$ cat config.mk
export PLATFORM = sky130hd
export DESIGN_NAME = bmp_stream_decoder_top
export DESIGN_NICKNAME = d
export VERILOG_FILES = /design/src/bsd_pkg.sv /design/src/bsd_hdr.sv /design/src/bsd_parse.sv /design/src/bsd_outq.sv /design/src/bmp_stream_decoder_top.sv
export SDC_FILE = /design/constraint.sdc
export NUM_CORES = 1
export LEC_CHECK = 0
export ABC_CLOCK_PERIOD_IN_PS = 16710
export BUFFER_PORTS_ARGS = -buffer_cell sky130_fd_sc_hd__buf_2
export CAP_MARGIN = 0
export CORE_MARGIN = 2
export CORE_UTILIZATION = 45
export CTS_BUF_LIST = sky130_fd_sc_hd__clkbuf_16
export DETAILED_ROUTE_END_ITERATION = 10
export MAX_ROUTING_LAYER = met4
export PLACE_DENSITY = 0.6
export SKIP_LAST_GASP = 1
export SYNTH_ARGS = -nofsm -noshare
export SYNTH_HDL_FRONTEND = slang
export SYNTH_SLANG_ARGS = --single-unit
$ cat constraint.sdc
create_clock -name clk -period 16.71 [get_ports clk]
set_input_delay 3.342 -clock clk [delete_from_list [all_inputs] [get_ports clk]]
set_output_delay 3.342 -clock clk [all_outputs]
set_load 0.03 [all_outputs]
$ cat src/bsd_pkg.sv
`timescale 1ns / 1ps
`default_nettype none

package bsd_pkg;

  // Size limits used as parameter defaults
  localparam int DEF_MAX_WIDTH  = 4096;
  localparam int DEF_MAX_HEIGHT = 4096;

  // Header layout
  localparam int          HDR_LEN  = 54;
  localparam logic [5:0]  HDR_LAST = 6'(HDR_LEN - 1);
  localparam int          HB_LEN   = 34;    // bytes 0..33 carry every field we check
  localparam logic [7:0]  MAGIC_B  = 8'h42;
  localparam logic [7:0]  MAGIC_M  = 8'h4D;
  localparam logic [31:0] DIB_MIN  = 32'd40;
  localparam logic [15:0] BPP_24   = 16'd24;
  localparam logic [15:0] BPP_32   = 16'd32;

  // Final status codes
  localparam logic [2:0] ST_OK     = 3'd0;
  localparam logic [2:0] ST_TRUNC  = 3'd1;
  localparam logic [2:0] ST_MAGIC  = 3'd2;
  localparam logic [2:0] ST_FORMAT = 3'd3;
  localparam logic [2:0] ST_PARSE  = 3'd4;
  localparam logic [2:0] ST_LARGE  = 3'd5;

  // Result queue depth
  localparam int OQ_DEPTH = 4;

  typedef struct packed {
    logic        kind;
    logic [11:0] column;
    logic [11:0] row;
    logic [7:0]  red;
    logic [7:0]  green;
    logic [7:0]  blue;
    logic [7:0]  alpha;
    logic        has_alpha;
    logic [2:0]  status;
    logic [12:0] image_width;
    logic [12:0] image_height;
    logic        final_res;
  } result_t;

  // Per-file pixel layout, captured when the last header byte is accepted
  typedef struct packed {
    logic       top_down;
    logic       bpp4;
    logic [1:0] pad;
  } hdr_flags_t;

endpackage

`default_nettype wire

$ cat src/bsd_hdr.sv
`timescale 1ns / 1ps
`default_nettype none

module bsd_hdr #(
  parameter int MAX_WIDTH  = bsd_pkg::DEF_MAX_WIDTH,
  parameter int MAX_HEIGHT = bsd_pkg::DEF_MAX_HEIGHT
) (
  input  wire                                 clk,
  input  wire                                 wr_en,
  input  wire  [5:0]                          idx,
  input  wire  [7:0]                          data,
  input  wire                                 chk_en,
  output logic [2:0]                          err,
  output logic                                off54,
  output logic [31:0]                         offset,
  output logic [$clog2(MAX_WIDTH + 1) - 1:0]  width_r,
  output logic [$clog2(MAX_HEIGHT + 1) - 1:0] height_r,
  output bsd_pkg::hdr_flags_t                 flags_r
);

  localparam int CW = $clog2(MAX_WIDTH + 1);
  localparam int RW = $clog2(MAX_HEIGHT + 1);

  logic [7:0]  hb_r [bsd_pkg::HB_LEN];
  logic [31:0] dib, width, height, hmag, compr;
  logic [15:0] planes, bpp;

  always_ff @(posedge clk) begin
    if (wr_en && (idx < 6'(bsd_pkg::HB_LEN))) begin
      hb_r[idx] <= data;
    end
  end

  // little-endian fields
  assign offset = {hb_r[13], hb_r[12], hb_r[11], hb_r[10]};
  assign dib    = {hb_r[17], hb_r[16], hb_r[15], hb_r[14]};
  assign width  = {hb_r[21], hb_r[20], hb_r[19], hb_r[18]};
  assign height = {hb_r[25], hb_r[24], hb_r[23], hb_r[22]};
  assign planes = {hb_r[27], hb_r[26]};
  assign bpp    = {hb_r[29], hb_r[28]};
  assign compr  = {hb_r[33], hb_r[32], hb_r[31], hb_r[30]};

  assign hmag  = height[31] ? (~height + 32'd1) : height;
  assign off54 = (offset == 32'(bsd_pkg::HDR_LEN));

  always_comb begin
    if (hb_r[0] != bsd_pkg::MAGIC_B || hb_r[1] != bsd_pkg::MAGIC_M) begin
      err = bsd_pkg::ST_MAGIC;
    end else if (dib < bsd_pkg::DIB_MIN) begin
      err = bsd_pkg::ST_FORMAT;
    end else if (planes != 16'd1 || (bpp != bsd_pkg::BPP_24 && bpp != bsd_pkg::BPP_32) ||
                 compr != 32'd0) begin
      err = bsd_pkg::ST_FORMAT;
    end else if (width == 32'd0 || width[31]) begin
      err = bsd_pkg::ST_PARSE;
    end else if (height == 32'd0) begin
      err = bsd_pkg::ST_PARSE;
    end else if (offset < 32'(bsd_pkg::HDR_LEN)) begin
      err = bsd_pkg::ST_FORMAT;
    end else if (width > 32'(MAX_WIDTH) || hmag > 32'(MAX_HEIGHT)) begin
      err = bsd_pkg::ST_LARGE;
    end else begin
      err = bsd_pkg::ST_OK;
    end
  end

  // 24 bpp rows pad to 4 bytes: pad = width mod 4; 32 bpp never pads
  always_ff @(posedge clk) begin
    if (chk_en) begin
      width_r          <= width[CW-1:0];
      height_r         <= hmag[RW-1:0];
      flags_r.top_down <= height[31];
      flags_r.bpp4     <= (bpp == bsd_pkg::BPP_32);
      flags_r.pad      <= (bpp == bsd_pkg::BPP_32) ? 2'd0 : width[1:0];
    end
  end

endmodule

`default_nettype wire

$ cat src/bsd_parse.sv
`timescale 1ns / 1ps
`default_nettype none

module bsd_parse #(
  parameter int MAX_WIDTH  = bsd_pkg::DEF_MAX_WIDTH,
  parameter int MAX_HEIGHT = bsd_pkg::DEF_MAX_HEIGHT
) (
  input  wire                                 clk,
  input  wire                                 rst_n,
  input  wire                                 acc,
  input  wire  [7:0]                          data,
  input  wire                                 eof,
  input  wire  [2:0]                          hdr_err,
  input  wire                                 off54,
  input  wire  [31:0]                         offset,
  input  wire  [$clog2(MAX_WIDTH + 1) - 1:0]  width_r,
  input  wire  [$clog2(MAX_HEIGHT + 1) - 1:0] height_r,
  input  bsd_pkg::hdr_flags_t                 flags,
  output logic                                hdr_wr,
  output logic                                chk_en,
  output logic [5:0]                          hdr_idx,
  output logic                                pix_v,
  output bsd_pkg::result_t                    pix,
  output logic                                st_v,
  output bsd_pkg::result_t                    st
);

  localparam int CW = $clog2(MAX_WIDTH + 1);
  localparam int RW = $clog2(MAX_HEIGHT + 1);

  typedef enum logic [2:0] {
    PH_HEADER, PH_SKIP, PH_PIXEL, PH_PAD, PH_TAIL, PH_DRAIN
  } phase_t;

  phase_t        phase_r, phase_nxt;
  logic [31:0]   pos_r, pos_nxt;
  logic [2:0]    err_r, err_nxt;
  logic [CW-1:0] col_r, col_nxt, col_inc;
  logic [RW-1:0] row_r, row_nxt, row_inc;
  logic [1:0]    pbi_r, pbi_nxt, pbi_last;
  logic [1:0]    pad_r, pad_nxt;
  logic [23:0]   pb_r, pb_nxt;
  logic [31:0]   dst_row;

  assign hdr_idx  = pos_r[5:0];
  assign hdr_wr   = acc && (phase_r == PH_HEADER);
  assign chk_en   = hdr_wr && (pos_r[5:0] == bsd_pkg::HDR_LAST);
  assign col_inc  = CW'(col_r + 1'b1);
  assign row_inc  = RW'(row_r + 1'b1);
  assign pbi_last = flags.bpp4 ? 2'd3 : 2'd2;
  assign dst_row  = flags.top_down ? 32'(row_r) : (32'(height_r) - 32'(row_r) - 32'd1);

  always_comb begin
    phase_nxt = phase_r;
    pos_nxt   = pos_r;
    err_nxt   = err_r;
    col_nxt   = col_r;
    row_nxt   = row_r;
    pbi_nxt   = pbi_r;
    pad_nxt   = pad_r;
    pb_nxt    = pb_r;
    pix_v     = 1'b0;
    pix       = '0;
    st_v      = 1'b0;
    st        = '0;
    if (acc) begin
      if (pos_r != '1) begin
        pos_nxt = pos_r + 32'd1;
      end
      unique case (phase_r)
        PH_HEADER: begin
          if (pos_r[5:0] == bsd_pkg::HDR_LAST) begin
            if (hdr_err != bsd_pkg::ST_OK) begin
              err_nxt   = hdr_err;
              phase_nxt = PH_DRAIN;
            end else begin
              phase_nxt = off54 ? PH_PIXEL : PH_SKIP;
            end
          end
        end
        PH_SKIP: begin
          if (({1'b0, pos_r} + 33'd1) >= {1'b0, offset}) begin
            phase_nxt = PH_PIXEL;
          end
        end
        PH_PIXEL: begin
          if (pbi_r != pbi_last) begin
            pb_nxt  = pb_r | (24'(data) << {pbi_r, 3'b000});
            pbi_nxt = pbi_r + 2'd1;
          end else begin
            pix_v         = 1'b1;
            pix.column    = 12'(32'(col_r));
            pix.row       = dst_row[11:0];
            pix.red       = flags.bpp4 ? pb_r[23:16] : data;
            pix.green     = pb_r[15:8];
            pix.blue      = pb_r[7:0];
            pix.alpha     = flags.bpp4 ? data : 8'd0;
            pix.has_alpha = flags.bpp4;
            pb_nxt        = '0;
            pbi_nxt       = 2'd0;
            col_nxt       = col_inc;
            if (col_inc >= width_r) begin
              if (flags.pad != 2'd0) begin
                pad_nxt   = flags.pad;
                phase_nxt = PH_PAD;
              end else begin
                col_nxt   = '0;
                row_nxt   = row_inc;
                phase_nxt = (row_inc >= height_r) ? PH_TAIL : PH_PIXEL;
              end
            end
          end
        end
        PH_PAD: begin
          pad_nxt = pad_r - 2'd1;
          if (pad_r == 2'd1) begin
            col_nxt   = '0;
            row_nxt   = row_inc;
            phase_nxt = (row_inc >= height_r) ? PH_TAIL : PH_PIXEL;
          end
        end
        PH_TAIL, PH_DRAIN: begin
        end
        default: begin
        end
      endcase
      if (eof) begin
        st_v         = 1'b1;
        st.kind      = 1'b1;
        st.final_res = 1'b1;
        if (phase_nxt == PH_DRAIN) begin
          st.status = err_nxt;
        end else if (phase_nxt == PH_TAIL) begin
          st.status       = bsd_pkg::ST_OK;
          st.image_width  = 13'(32'(width_r));
          st.image_height = 13'(32'(height_r));
        end else begin
          st.status = bsd_pkg::ST_TRUNC;
        end
        // next byte starts a new file
        phase_nxt = PH_HEADER;
        pos_nxt   = '0;
        err_nxt   = bsd_pkg::ST_OK;
        col_nxt   = '0;
        row_nxt   = '0;
        pbi_nxt   = 2'd0;
        pad_nxt   = 2'd0;
        pb_nxt    = '0;
      end
    end
  end

  always_ff @(posedge clk) begin
    if (!rst_n) begin
      phase_r <= PH_HEADER;
      pos_r   <= '0;
      err_r   <= bsd_pkg::ST_OK;
      col_r   <= '0;
      row_r   <= '0;
      pbi_r   <= 2'd0;
      pad_r   <= 2'd0;
      pb_r    <= '0;
    end else begin
      phase_r <= phase_nxt;
      pos_r   <= pos_nxt;
      err_r   <= err_nxt;
      col_r   <= col_nxt;
      row_r   <= row_nxt;
      pbi_r   <= pbi_nxt;
      pad_r   <= pad_nxt;
      pb_r    <= pb_nxt;
    end
  end

  a_status_restarts: assert property (@(posedge clk) disable iff (!rst_n)
    st_v |=> (phase_r == PH_HEADER && pos_r == 32'd0 && row_r == '0))
    else $error("state not cleared after status item");

  a_pbi_range: assert property (@(posedge clk) disable iff (!rst_n)
    (phase_r == PH_PIXEL && !flags.bpp4) |-> (pbi_r != 2'd3))
    else $error("pixel byte index past 24 bpp pixel");

  a_pad_nonzero: assert property (@(posedge clk) disable iff (!rst_n)
    (phase_r == PH_PAD) |-> (pad_r != 2'd0))
    else $error("padding phase with no bytes left");

  a_col_in_row: assert property (@(posedge clk) disable iff (!rst_n)
    pix_v |-> (col_r < width_r))
    else $error("pixel column beyond image width");

endmodule

`default_nettype wire

$ cat src/bsd_outq.sv
`timescale 1ns / 1ps
`default_nettype none

module bsd_outq (
  input  wire                     clk,
  input  wire                     rst_n,
  input  wire                     p0_v,
  input  bsd_pkg::result_t        p0,
  input  wire                     p1_v,
  input  bsd_pkg::result_t        p1,
  output logic                    room,
  output logic                    out_valid,
  input  wire                     out_ready,
  output bsd_pkg::result_t        out_res
);

  localparam int AW = $clog2(bsd_pkg::OQ_DEPTH);

  bsd_pkg::result_t q_r [bsd_pkg::OQ_DEPTH];
  logic [AW-1:0] wptr_r, rptr_r, wp1;
  logic [AW:0]   cnt_r, free_after;
  logic          pop;
  logic [1:0]    n_push;

  assign out_valid  = (cnt_r != '0);
  assign out_res    = q_r[rptr_r];
  assign pop        = out_valid && out_ready;
  assign n_push     = {1'b0, p0_v} + {1'b0, p1_v};
  assign wp1        = p0_v ? AW'(wptr_r + 1'b1) : wptr_r;
  assign free_after = (AW + 1)'(bsd_pkg::OQ_DEPTH) - cnt_r + (AW + 1)'(pop);
  // an input byte can yield two items
  assign room       = (free_after >= (AW + 1)'(2));

  always_ff @(posedge clk) begin
    for (int i = 0; i < bsd_pkg::OQ_DEPTH; i++) begin
      if (p0_v && wptr_r == AW'(i)) begin
        q_r[i] <= p0;
      end else if (p1_v && wp1 == AW'(i)) begin
        q_r[i] <= p1;
      end
    end
  end

  always_ff @(posedge clk) begin
    if (!rst_n) begin
      wptr_r <= '0;
      rptr_r <= '0;
      cnt_r  <= '0;
    end else begin
      wptr_r <= AW'(wptr_r + n_push);
      rptr_r <= AW'(rptr_r + (AW + 1)'(pop));
      cnt_r  <= cnt_r + (AW + 1)'(n_push) - (AW + 1)'(pop);
    end
  end

  a_no_overflow: assert property (@(posedge clk) disable iff (!rst_n)
    cnt_r <= (AW + 1)'(bsd_pkg::OQ_DEPTH))
    else $error("result queue overflow");

endmodule

`default_nettype wire

$ cat src/bmp_stream_decoder_top.sv
`timescale 1ns / 1ps
`default_nettype none

// Channel  | Ports                                   | Moves
// ---------+-----------------------------------------+------------------------------
// in       | in_valid/in_ready, in_data_byte,        | one file byte per item
//          | in_end_of_file                          |
// out      | out_valid/out_ready, out_kind ...       | one pixel or final status
//          | out_final_res                           | item
//
// One byte item is taken per clock while in_ready is high; parser state and the
// result queue both update in that same cycle, so a result can appear on out_* the
// cycle after its byte is accepted. The byte that ends the file can yield a pixel and
// the status item; in_ready stays high while the 4-entry result queue has room for
// two items after this cycle's pop. Synchronous active-low reset returns the parser
// to the header phase and empties the queue; no clearing pass is needed. Stalls on
// out_ready back up into in_ready only once three items wait.

module bmp_stream_decoder_top #(
  parameter int MAX_WIDTH  = bsd_pkg::DEF_MAX_WIDTH,
  parameter int MAX_HEIGHT = bsd_pkg::DEF_MAX_HEIGHT
) (
  input  wire         clk,
  input  wire         rst_n,
  input  wire         in_valid,
  output logic        in_ready,
  input  wire  [7:0]  in_data_byte,
  input  wire         in_end_of_file,
  output logic        out_valid,
  input  wire         out_ready,
  output logic        out_kind,
  output logic [11:0] out_column,
  output logic [11:0] out_row,
  output logic [7:0]  out_red,
  output logic [7:0]  out_green,
  output logic [7:0]  out_blue,
  output logic [7:0]  out_alpha,
  output logic        out_has_alpha,
  output logic [2:0]  out_status,
  output logic [12:0] out_image_width,
  output logic [12:0] out_image_height,
  output logic        out_final_res
);

  localparam int CW = $clog2(MAX_WIDTH + 1);
  localparam int RW = $clog2(MAX_HEIGHT + 1);

  logic                acc;
  logic                hdr_wr, chk_en, off54;
  logic [5:0]          hdr_idx;
  logic [2:0]          hdr_err;
  logic [31:0]         offset;
  logic [CW-1:0]       width_r;
  logic [RW-1:0]       height_r;
  bsd_pkg::hdr_flags_t flags;
  logic                pix_v, st_v;
  bsd_pkg::result_t    pix, st, res;

  assign acc = in_valid && in_ready;

  // header capture and validation
  bsd_hdr #(
    .MAX_WIDTH  (MAX_WIDTH),
    .MAX_HEIGHT (MAX_HEIGHT)
  ) u_hdr (
    .clk      (clk),
    .wr_en    (hdr_wr),
    .idx      (hdr_idx),
    .data     (in_data_byte),
    .chk_en   (chk_en),
    .err      (hdr_err),
    .off54    (off54),
    .offset   (offset),
    .width_r  (width_r),
    .height_r (height_r),
    .flags_r  (flags)
  );

  // phase tracking, pixel assembly, row/column counting
  bsd_parse #(
    .MAX_WIDTH  (MAX_WIDTH),
    .MAX_HEIGHT (MAX_HEIGHT)
  ) u_parse (
    .clk      (clk),
    .rst_n    (rst_n),
    .acc      (acc),
    .data     (in_data_byte),
    .eof      (in_end_of_file),
    .hdr_err  (hdr_err),
    .off54    (off54),
    .offset   (offset),
    .width_r  (width_r),
    .height_r (height_r),
    .flags    (flags),
    .hdr_wr   (hdr_wr),
    .chk_en   (chk_en),
    .hdr_idx  (hdr_idx),
    .pix_v    (pix_v),
    .pix      (pix),
    .st_v     (st_v),
    .st       (st)
  );

  // pixel goes ahead of the status item when both come from one byte
  bsd_outq u_outq (
    .clk       (clk),
    .rst_n     (rst_n),
    .p0_v      (pix_v),
    .p0        (pix),
    .p1_v      (st_v),
    .p1        (st),
    .room      (in_ready),
    .out_valid (out_valid),
    .out_ready (out_ready),
    .out_res   (res)
  );

  assign out_kind         = res.kind;
  assign out_column       = res.column;
  assign out_row          = res.row;
  assign out_red          = res.red;
  assign out_green        = res.green;
  assign out_blue         = res.blue;
  assign out_alpha        = res.alpha;
  assign out_has_alpha    = res.has_alpha;
  assign out_status       = res.status;
  assign out_image_width  = res.image_width;
  assign out_image_height = res.image_height;
  assign out_final_res    = res.final_res;

endmodule

`default_nettype wire
# Word level (Yosys, flattened, before mapping)
# Memories as Yosys holds them, arrays and structs flattened. A register that Yosys moved wholly into a read port is not among the register bits.
# Index checks and enable logic that the tools add are counted.
op_classes:
  add_sub_neg: 17
  order_cmp: 9
  eq_ne: 27
  n_shift: 1
  muxes: 101
  bitwise_logic: 6
  n_reduce_logical: 38
op_table:
  columns: ["op", "n"]
  rows:
  - ["$mux 88", 6]
  - ["$reduce_or 88->1", 2]
  - ["$mux 57", 3]
  - ["$mux 13", 10]
  - ["$mux 32", 3]
  - ["$mux 24", 3]
  - ["$mux 3", 22]
  - ["$add 32x1->32 const B", 2]
  - ["$gt 32x13->1 const B", 2]
  - ["$logic_not 32->1", 2]
  - ["$lt 32x6->1 const B", 2]
  - ["$mux 30", 2]
  - ["$mux 26", 2]
  - ["$pmux 13 s2", 2]
  - ["$add 32x1->33 const B", 1]
  - ["$ge 33x32->1", 1]
  - ["$eq 32x6->1 const B", 1]
  - ["$ne 32x32->1 const B", 1]
  - ["$not 32->32", 1]
  - ["$reduce_bool 32->1", 1]
  - ["$mux 1", 31]
  - ["$add 13x1->13 const B", 2]
  - ["$ge 13x13->1", 2]
  - ["$mux 2", 12]
  - ["44 further kinds", 83]
totals:
  reg_bits: 129
  ram_bits: 624
  input_bits: 13
  output_inout_bits: 90
  wordCells: 217
  mem_count: 2
mem_list:
  columns: ["memory", "depth", "width", "rd", "rd_clocked_by_memory_dff", "wr", "line", "text"]
  rows:
  - ["u_outq.q_r", 4, 88, 1, 1, 2, "bsd_outq.sv:19", "bsd_pkg::result_t q_r [bsd_pkg::OQ_DEPTH];"]
  - ["u_hdr.hb_r", 34, 8, 26, 0, 1, "bsd_hdr.sv:24", "logic [7:0] hb_r [bsd_pkg::HB_LEN];"]

# Depth between registers and ports, before layout
# An unclocked memory read counts as a cell.
logic_depth:
  word_depth: 25
  depth_mapped: 21
  mapped_depth_nobuf: 18

# By module
# A second synthesis with hierarchy kept.
hier_totals:
  cells_unflattened: 2700
  area_unflattened_um2: 34446.8
by_module_without_submodules:
  columns: ["mod", "instances", "cells_each", "area_each_um2", "seq_area_each_um2"]
  rows:
  - ["bsd_outq", 1, 1061, 17186.5, 10710.3]
  - ["bsd_hdr", 1, 536, 8924.8, 7056.8]
  - ["bsd_parse", 1, 1102, 8329.2, 1841.8]
  - ["bmp_stream_decoder_top", 1, 1, 6.3, 0.0]

# Least setup slack after synthesis
# No wires, ideal clock.
synth_timing:
  kind: "input to register"
  startpoint: "input out_ready"
  endpoint: "memory u_outq.q_r[0][0] in the netlist's numbering (enable)"
  setup_time_ps: 652
  arrival_time_ps: 11211
  required_time_ps: 16058
  path_slack_ps: 4847
  path_stages: 12
  n_path_buf: 1
  cell_sequence: "nand2_1 ha_1 inv_1 ha_1 xnor2_1 nand2b_1 nand2_1 or2_2 clkbuf_1 nor2_1 a21oi_1 o21ai_0"
synth_lines:
  columns: ["item", "line", "text"]
  rows:
  - ["start: declaration", "bmp_stream_decoder_top.sv:30", "input wire out_ready,"]
  - ["end: declaration", "bsd_outq.sv:19", null]

# Worst setup path after layout
layout_timing:
  startpoint: "input out_ready"
  endpoint: "output in_ready"
layout_between:
  elab_chain_len: 3
layout_lines:
  columns: ["item", "line", "text"]
  rows:
  - ["$logic_and 1x1->1", "bsd_outq.sv:27", "assign pop = out_valid && out_ready;"]
  - ["$add 3x1->3", "bsd_outq.sv:30", "assign free_after = (AW + 1)'(bsd_pkg::OQ_DEPTH) - cnt_r + (AW + 1)'(pop);"]
  - ["$ge 3x2->1", "bsd_outq.sv:32", "assign room = (free_after >= (AW + 1)'(2));"]
  - ["end: declaration", "bmp_stream_decoder_top.sv:26", "output logic in_ready,"]
# Every way passes these cells.

==> results.json <==
{
  "status": "completed",
  "max_freq_ghz": 0.1281,
  "min_period_over_period": 0.4672,
  "syn_nets": 2585,
  "fin_area_sq_um": 34440,
  "slowest_delay_ps": 240,
  "syn_inst": 2482,
  "rsz0062_at_grt": "no",
  "grt_pass1_wl_mm": 118.9,
  "dieArea_sq_um": 70840,
  "yosysUniqueCellTypes": 80,
  "crit_fanout": 3,
  "htree_levels": 3,
  "reg2reg_depth": 18,
  "path_class": "in -> out",
  "place_area_sq_um": 32150,
  "fin_skew_ps": 24.77,
  "start_util": 0.4525,
  "cts-root-buf": "clkbuf_16",
  "tns_ps": 0,
  "async_reset_ff_frac": 0,
  "startpoint_type": "primary input",
  "synth_area_per_cell_sq_um": 12.46,
  "hold_end": "u_outq.q_r[2][71]",
  "numCtsBuffers": 75,
  "num_rows": 96,
  "antenna_left": 0,
  "drt_iter0_markers": 1867,
  "vias": 20598,
  "whs_ps": 447.6,
  "fp.dieW_um": 266.2,
  "hold_start": "u_outq.q_r[2][71]",
  "whs_path_depth": 2,
  "via_per_inst": 5.889,
  "post_cts_resized": 0,
  "grt_pass1_vias": 20357,
  "io_buffers": 102,
  "top_layer_used": "met4",
  "nets": 2657,
  "cts_buffer_depth": 3,
  "synth_seq_cells": 682,
  "wl_mm": 77.39,
  "pwr_density_cell_nw_per_um2": 125.9,
  "drive_gt1_frac": 0.1431,
  "hold_viol_final": 0,
  "cts_tree": "built",
  "grt_max_degree": 117,
  "worstPathCellList": "buf_2 -> nand2_1 -> ha_1 -> inv_1 -> ha_1 -> xnor2_1 -> nand2b_1 -> buf_2",
  "crit_required_ps": 13370,
  "cts_hold_buf": 0,
  "antenna_found_initial": 3,
  "syn_to_final_growth_pct": 11.34,
  "crit-reg2reg-launch": "u_parse.pos_r[0]",
  "slowest_stage": "buf_2",
  "wl_met2_mm": 37.06,
  "dp_cells": 3359,
  "track_usage": 0.2238,
  "path_clk_slew_ps": 60,
  "ios": 103,
  "setup_viol": 0,
  "seq_area_frac_synth": 0.6117,
  "dr.pass1.iters": 6,
  "gp_congestion": 0.8732,
  "arrival_ps": 4470,
  "stdcell_count": 3498,
  "clkLatencyLatePin_ps": 610,
  "gr-total-overflow": 0,
  "synth_flop_cell": "edfxtp_1",
  "post-dp-hpwl_mm": 47.61,
  "startpoint": "out_ready",
  "yosysWarnings": 0,
  "r2r_slack_ps": 9920,
  "leakagePower_nw": 12.19,
  "die_h_um": 266.2,
  "end_kind": "output port",
  "drcViolationCount": 0,
  "r2r-end": "u_outq.q_r[1][12]",
  "hold_class": "reg -> reg",
  "wl_per_cell_um": 22.12,
  "power_mw": 4.335,
  "relSlewSlack": 0.1821,
  "core_sq_um": 68350,
  "clkSinkCount": 682,
  "netlist_area_sq_um": 30930,
  "maxCapViolCount": 0,
  "m1WireLength_mm": 34.10,
  "synth_edf_count": 526,
  "drv_slew": 0,
  "worstMarginPinSlew_ps": 1227,
  "period_needed_ps": 7808,
  "peakVddDrop_v": 0.00009360,
  "post_cts_buffers": 0,
  "wl_met3_mm": 4.615
}
[where the power goes]
group	internal [mW]	switching [mW]
sequential	1.91	0.0436
combinational	0.272	0.577
clock	0.881	0.654
[stage by stage]
stage / setup slack (ps) / util
2_1_floorplan: 4847 / -
3_3_place_gp: 8910 / 0.4704
3_5_place_dp: 8891 / 0.4704
4_1_cts: 8905 / 0.5038
5_1_grt: 8811 / 0.5038
6_report: 8902 / 0.5038
[area by class of cell]
cell class | instances | area [sq um]
Antenna cell | 2 | 5.005
Fill cell | 5952 | 33910
Clock buffer | 77 | 1927
Tap cell | 882 | 1104
Clock inverter | 60 | 356.6
Inverter | 108 | 405.4
Sequential cell | 682 | 18930
Multi-Input combinational cell | 1549 | 10930
Timing Repair Buffer | 138 | 780.7
[how the worst max path moves through the flow]
stage	slack, ps	end
after detailed placement	8890	u_outq.q_r[3][38]
final	8900	in_ready
after floorplan	4850	u_outq.q_r[0][0]
after CTS	8900	in_ready
after global placement	8910	in_ready
after global routing	8810	in_ready
[registers in the layout (all words and copies together), names as in the netlist]
name,flops
u_parse.pad_r,2
u_outq.wptr_r,2
u_parse.col_r,13
u_hdr.height_r,13
u_parse.pbi_r,2
u_parse.err_r,3
u_outq.rptr_r,2
u_parse.phase_r,3
u_parse.pb_r,24
u_outq.cnt_r,3
u_hdr.hb_r,205
u_hdr.flags_r,4
u_parse.row_r,13
u_hdr.width_r,13
u_parse.pos_r,32
u_outq.q_r,348
[placed cells by master (no fill, tap or decap), types with 23 or more instances in the layout]
cell type,Yosys,final
nand2_1,165,165
nand3_1,63,63
and3_1,23,23
inv_1,103,121
ha_1,88,88
xor2_1,27,27
nand4_1,32,32
nor4_1,150,150
nor2_1,320,317
buf_4,15,36
edfxtp_1,526,526
o21ai_0,79,77
clkbuf_16,0,77
buf_2,10,102
a21oi_1,108,108
nor3_1,40,40
and2_1,32,32
mux4_2,87,87
xnor2_1,53,53
dfxtp_1,156,154
a22o_1,40,38
[Yosys cell counts, types with 6 or more instances]
cell | number | area share
a211oi_1 | 9 | 0.0022
a21o_1 | 20 | 0.0049
a21oi_1 | 108 | 0.017
a22o_1 | 40 | 0.011
a22oi_1 | 16 | 0.0039
a31oi_1 | 7 | 0.0014
and2_1 | 32 | 0.0065
and3_1 | 23 | 0.0047
buf_1 | 10 | 0.0012
buf_2 | 10 | 0.0016
buf_4 | 15 | 0.0036
buf_8 | 7 | 0.0034
clkbuf_1 | 92 | 0.011
dfxtp_1 | 156 | 0.10
dlygate4sd1_1 | 6 | 0.0017
edfxtp_1 | 526 | 0.51
ha_1 | 88 | 0.036
inv_1 | 103 | 0.013
mux2_2 | 11 | 0.0040
mux2i_1 | 6 | 0.0019
mux4_2 | 87 | 0.063
nand2_1 | 165 | 0.020
nand2b_1 | 7 | 0.0014
nand3_1 | 63 | 0.010
nand3b_1 | 12 | 0.0029
nand4_1 | 32 | 0.0065
nor2_1 | 320 | 0.039
nor3_1 | 40 | 0.0065
nor3b_1 | 7 | 0.0017
nor4_1 | 150 | 0.030
nor4b_1 | 14 | 0.0040
o211ai_1 | 11 | 0.0027
o21a_1 | 6 | 0.0015
o21ai_0 | 79 | 0.013
o31ai_1 | 11 | 0.0027
or2_2 | 8 | 0.0016
or3_1 | 12 | 0.0024
or4_1 | 8 | 0.0019
xnor2_1 | 53 | 0.015
xor2_1 | 27 | 0.0076
[logic make-up after synthesis]
group / after synthesis / share of synthesized area
buf+inv: 251 / 0.03694
compound gates: 358 / 0.07517
fa+ha+maj: 90 / 0.03689
flops: 682 / 0.6117
simple gates: 917 / 0.1474
xor+xnor: 80 / 0.02265
mux: 104 / 0.06930
[worst max-delay path, delay by kind of cell]
| kind | cells | cell delay, ps |
|---|---|---|
| and+or+nand+nor | 2 | 230 |
| adders and majority gates | 2 | 370 |
| buffers and inverters | 3 | 390 |
| xor gates and xnor gates | 1 | 130 |
[per-layer routing]
metal  up-vias  track usage
met2       710       0.3600
met5         -            -
met3       115      0.03457
met1     10261       0.2985
li1       9512            -
met4         0      0.05785
Note: power is estimated with default switching activity, not from simulation.
